File: src/design/shbo_pkg.sv
package shbo_pkg;

    localparam int WORD_BITS    = 32;
    localparam int SAMPLE_DEPTH = 256;
    localparam int TRACK_DEPTH  = 4096;

    // Fixed widths of the item fields.
    localparam int IN_WORD_BITS = 32;
    localparam int OFF_BITS     = 12;
    localparam int DIST_BITS    = 14;

    localparam int STORE_BITS = (WORD_BITS < IN_WORD_BITS) ? WORD_BITS : IN_WORD_BITS;
    localparam int PC_BITS    = $clog2(STORE_BITS + 1);
    localparam int SAMPLE_AW  = (SAMPLE_DEPTH > 1) ? $clog2(SAMPLE_DEPTH) : 1;
    localparam int TRACK_AW   = (TRACK_DEPTH > 1) ? $clog2(TRACK_DEPTH) : 1;
    localparam int SCNT_BITS  = $clog2(SAMPLE_DEPTH + 1);
    localparam int TCNT_BITS  = $clog2(TRACK_DEPTH + 1);
    localparam int CMP_BITS   = (SCNT_BITS > TCNT_BITS) ? SCNT_BITS : TCNT_BITS;
    localparam int ACC_BITS   = $clog2(SAMPLE_DEPTH * STORE_BITS + 1);

    localparam int CMDQ_DEPTH = 4;
    localparam int CMDQ_AW    = $clog2(CMDQ_DEPTH);
    localparam int CMDQ_CW    = $clog2(CMDQ_DEPTH + 1);

    typedef enum logic [1:0] {
        ACT_CLEAR  = 2'd0,
        ACT_SAMPLE = 2'd1,
        ACT_TRACK  = 2'd2,
        ACT_RUN    = 2'd3
    } action_t;

    typedef struct packed {
        action_t                 act;
        logic [IN_WORD_BITS-1:0] word;
    } cmd_t;

    // Tag that travels with each word pair through the compare pipeline.
    typedef struct packed {
        logic valid;
        logic last_word;
        logic last_off;
    } tag_t;

    function automatic logic [PC_BITS-1:0] popcount(input logic [STORE_BITS-1:0] v);
        logic [PC_BITS-1:0] n;
        n = '0;
        for (int i = 0; i < STORE_BITS; i++)
        begin
            n = n + PC_BITS'(v[i]);
        end
        return n;
    endfunction

endpackage

File: src/design/shbo_front.sv
module shbo_front (
    input  logic          clk,
    input  logic          rst_n,
    input  logic          push,
    output logic          full,
    input  logic [1:0]    action,
    input  logic [31:0]   word,
    output logic          cmd_valid,
    output shbo_pkg::cmd_t cmd,
    input  logic          cmd_take
);
    import shbo_pkg::*;

    cmd_t                q_reg [CMDQ_DEPTH];
    logic [CMDQ_AW-1:0]  wr_ptr_reg, wr_ptr_next;
    logic [CMDQ_AW-1:0]  rd_ptr_reg, rd_ptr_next;
    logic [CMDQ_CW-1:0]  count_reg, count_next;
    logic                wr_en;
    logic                rd_en;
    cmd_t                cmd_in;

    always_comb
    begin
        cmd_in.act  = action_t'(action);
        cmd_in.word = word;
    end

    assign full      = (count_reg == CMDQ_CW'(CMDQ_DEPTH));
    assign cmd_valid = (count_reg != '0);
    assign cmd       = q_reg[rd_ptr_reg];
    assign wr_en     = push && !full;
    assign rd_en     = cmd_take && cmd_valid;

    always_comb
    begin
        wr_ptr_next = wr_en ? wr_ptr_reg + 1'b1 : wr_ptr_reg;
        rd_ptr_next = rd_en ? rd_ptr_reg + 1'b1 : rd_ptr_reg;
        count_next  = count_reg;
        if (wr_en && !rd_en)
        begin
            count_next = count_reg + 1'b1;
        end
        else if (rd_en && !wr_en)
        begin
            count_next = count_reg - 1'b1;
        end
    end

    always_ff @(posedge clk or negedge rst_n)
    begin
        if (!rst_n)
        begin
            wr_ptr_reg <= '0;
            rd_ptr_reg <= '0;
            count_reg  <= '0;
        end
        else
        begin
            wr_ptr_reg <= wr_ptr_next;
            rd_ptr_reg <= rd_ptr_next;
            count_reg  <= count_next;
        end
    end

    always_ff @(posedge clk)
    begin
        if (wr_en)
        begin
            q_reg[wr_ptr_reg] <= cmd_in;
        end
    end

endmodule

File: config.mk
export PLATFORM = sky130hd
export DESIGN_NAME = shbo_front
export DESIGN_NICKNAME = d
export VERILOG_FILES = /design/src/design/shbo_pkg.sv /design/src/design/shbo_front.sv
export SDC_FILE = /design/constraint.sdc
export NUM_CORES = 1
export LEC_CHECK = 0
export ABC_AREA = 1
export ABC_CLOCK_PERIOD_IN_PS = 3500
export BUFFER_PORTS_ARGS = -buffer_cell sky130_fd_sc_hd__buf_2
export CORE_UTILIZATION = 40
export DETAILED_ROUTE_END_ITERATION = 8
export GPL_TIMING_DRIVEN = 0
export SLEW_MARGIN = 5
export SYNTH_ARGS = -nofsm -noshare
export SYNTH_HDL_FRONTEND = slang
export SYNTH_SLANG_ARGS = --single-unit
File: constraint.sdc
create_clock -name clk -period 3.5 [get_ports clk]
set_clock_uncertainty 0.05 [all_clocks]
set_input_delay 0.525 -clock clk [delete_from_list [all_inputs] [get_ports clk]]
set_output_delay 0.525 -clock clk [all_outputs]
set_load 0.02 [all_outputs]
==> results by group <==
Global route
  – GRT Residual Overflow: 0
  – Gr usage total: 0.178
  – Initial antenna violation count: 1
  – Largest net degree at the start of global routing: 22
  – Vias in the first global route: 3766
  – First-pass GRT wire length: 19.3 mm

Routing
  – DR WL/cell: 16.2 um
  – DR pass1 iterations: 4
  – Initial DRC Count: 208
  – Via count: 3621
  – DRC viols: 0
  – Final WL: 12.1 mm
  – Routed Antenna Nets: 0
  – DR top layer: met5
  – Via density: between 4 and 5
  – Metal2 WL: 6.08 mm
  – DRT met1 WL: 5.24 mm
  – Wire length on met3: 602 um

Cells and area
  – Share of post-route cells with drive strength above 1: 0.219
  – Max reg flops: 136
  – Area grow syn2layout: 22.0%
  – Most common cell after layout, fill and taps aside: edfxtp_1
  – Commonest non-fill, non-tap cells in the layout: edfxtp_1 (136), nand2_1 (120), inv_1 (82)
  – # diodes: 0
  – Layout Nets: 598
  – Final Util: 0.509

Floorplanning
  – Core area: around 0.014 mm2
  – Die Y: 123 um
  – Io pins: 74
  – Starting Density: 0.417
  – Die outline width: 123 um
  – # rows: 43
  – Die ar.: ~0.015 mm2

Placed design
  – Gpl congestion: 0.718
  – Port bufs: 73
  – DP HPWL: 7.75 mm

Worst setup path
  – Flop2flop setup slack: roughly 1.3 ns
  – Setup CP Type: register to output pin
  – Bufs and invs on worst path: 3
  – Worst EP arrival: 1.86 ns
  – Top delay family on crit path: buffers and inverters
  – Max incr delay on CP: 0.44 ns
  – Reg2Reg Depth: 9
  – CP startpoint kind: register
  – Worst flop-to-flop path startpoint: count_reg[0]
  – R2R Path End: count_reg[1]
  – CP Capture Type: output pin
  – Critical path's slowest cell: clkbuf_1
  – CP most frequent cell: nand2_1
  – Critical Path RT: 2.92 ns
  – CP max FO: 10
  – Critical-path cell list: inv_2 > clkbuf_1 > nand2_1 > o211ai_1 > nand2_1 > buf_2

STA
  – Setup violators final: 0
  – Final Hold Viols: 0
  – Least-Margin Pin Slew: slightly above 0.7 ns
  – Slew HR: 0.525
  – Tmin final: 2.44 ns
  – Final slew viol count: 0
  – Setup TNS Final: 0 ns
  – RSZ-0062 raised after global routing: no
  – Fmax: 410 MHz
  – Final period utilization: 0.696

CTS
  – Post-CTS Setup Bufs: 0
  – Clock Sinks: 143
  – Root Buffer: clkbuf_16
  – Clock Tree Buf Depth: 2
  – H-Tree Level Count: 4
  – CTS tree: built
  – Clock-pin slew on the worst setup and hold paths: 0.06 ns
  – Clk Latency, worst-skew pair: 0.42 ns
  – Num CTS Buffers: 17

Min path
  – Hold path start: word[23]
  – Worst hold path depth: 1
  – Worst Hold Class: input port to register
  – Hold Crit Endpoint: q_reg[2][23]

Logic synthesis
  – Syn_area_per_cell: 12.9 um2
  – Top post-synthesis cells by area: edfxtp_1 (69%), o211ai_1 (8.7%), nand2_1 (7.7%)
  – Netlist cell types: 16
  – Post-Synthesis Cells: approximately 460
  – Dominant cell type by area after synthesis: edfxtp_1
  – Number of synthesized register bits: 143
  – Synthesized area: 0.00588 mm2
  – Synth warn: 0
  – Top-area cell type share of the netlist area: 0.694
  – Syn Nets: 501
  – Sequential share of the synthesized area: 0.724

Power and ir drop
  – Max VDD drop: ~470 uV
  – Total power: 0.00654 W
  – Leakage power: 2.98 nW
  – PwrDens: slightly above 900 mW/mm2

Status
  – Status: finished clean

Flow run
  – Max-Cap Viols: 0
report_power, final:
group | internal [W] | leakage (nW) | switching, W | total [W]
logic | 0.000827 | 1.38 | 0.00164 | 0.00247
registers | 0.00226 | 1.33 | 0.0000931 | 0.00235
clock network | 0.00110 | 0.270 | 0.000627 | 0.00172
how the worst max path moves through the flow:
stage                       start     endpoint  cells past startpoint  slack, ns
detailed placement           push  q_reg[1][6]                      4       1.31
CTS                 rd_ptr_reg[0]      cmd[21]                      6       1.03
global placement             push  q_reg[2][2]                      3      -0.42
global route        rd_ptr_reg[0]      cmd[27]                      6       0.91
finish              rd_ptr_reg[0]      cmd[21]                      6       1.06
floorplan            count_reg[0]  q_reg[0][0]                      4       0.86
routing by layer:
| metal | vias to the layer above | track usage |
|---|---|---|
| met5 | - | 0 |
| met4 | 2 | 0.0783 |
| met3 | 14 | 0.0475 |
| met2 | 87 | 0.299 |
| met1 | 1749 | 0.214 |
| li1 | 1769 | - |
area by class of cell:
cell class	count	area (um2)
Clock inverter	12	124
Multi-Input combinational cell	208	1140
Fill cell	1239	6920
Timing Repair Buffer	78	478
Clock buffer	20	437
Tap cell	180	225
Inverter	84	315
Sequential cell	143	4260
Buffer	22	196
kinds of logic (layout without fill, tap and decap cells):
| family | after synthesis | after routing | synth area share |
|---|---|---|---|
| xor+xnor | 1 | 1 | 0.00149 |
| compound gates | 69 | 69 | 0.0876 |
| fa+ha+maj | 6 | 6 | 0.0140 |
| simple gates | 132 | 132 | 0.0861 |
| buf+inv | 106 | 216 | 0.0870 |
| flops | 143 | 143 | 0.724 |
synthesized netlist by cell type, drive strengths merged:
| library cell | count |
|---|---|
| nand2 | 120 |
| fa | 1 |
| clkbuf | 1 |
| dfrtp | 7 |
| buf | 21 |
| inv | 84 |
| xnor2 | 1 |
| o21ai | 1 |
| o211ai | 68 |
| nand3 | 7 |
| edfxtp | 136 |
| nand4 | 1 |
| nor2 | 4 |
| ha | 5 |
repair_timing:
action	CTS	global route
resized for setup	0	0
hold endpoints to repair	7	0
hold buffers	1	0
metrics by stage:
stage	hold WS [ns]	setup WS (ns)	instances	instance area [um2]
2_1_floorplan	0.179	0.861	457	5880
3_3_place_gp	0.316	-0.419	710	6470
3_5_place_dp	0.321	1.31	714	6610
4_1_cts	0.254	1.03	747	7180
5_1_grt	0.259	0.915	747	7180
6_report	0.269	1.06	747	7180
(Power assumes the default switching activity.)
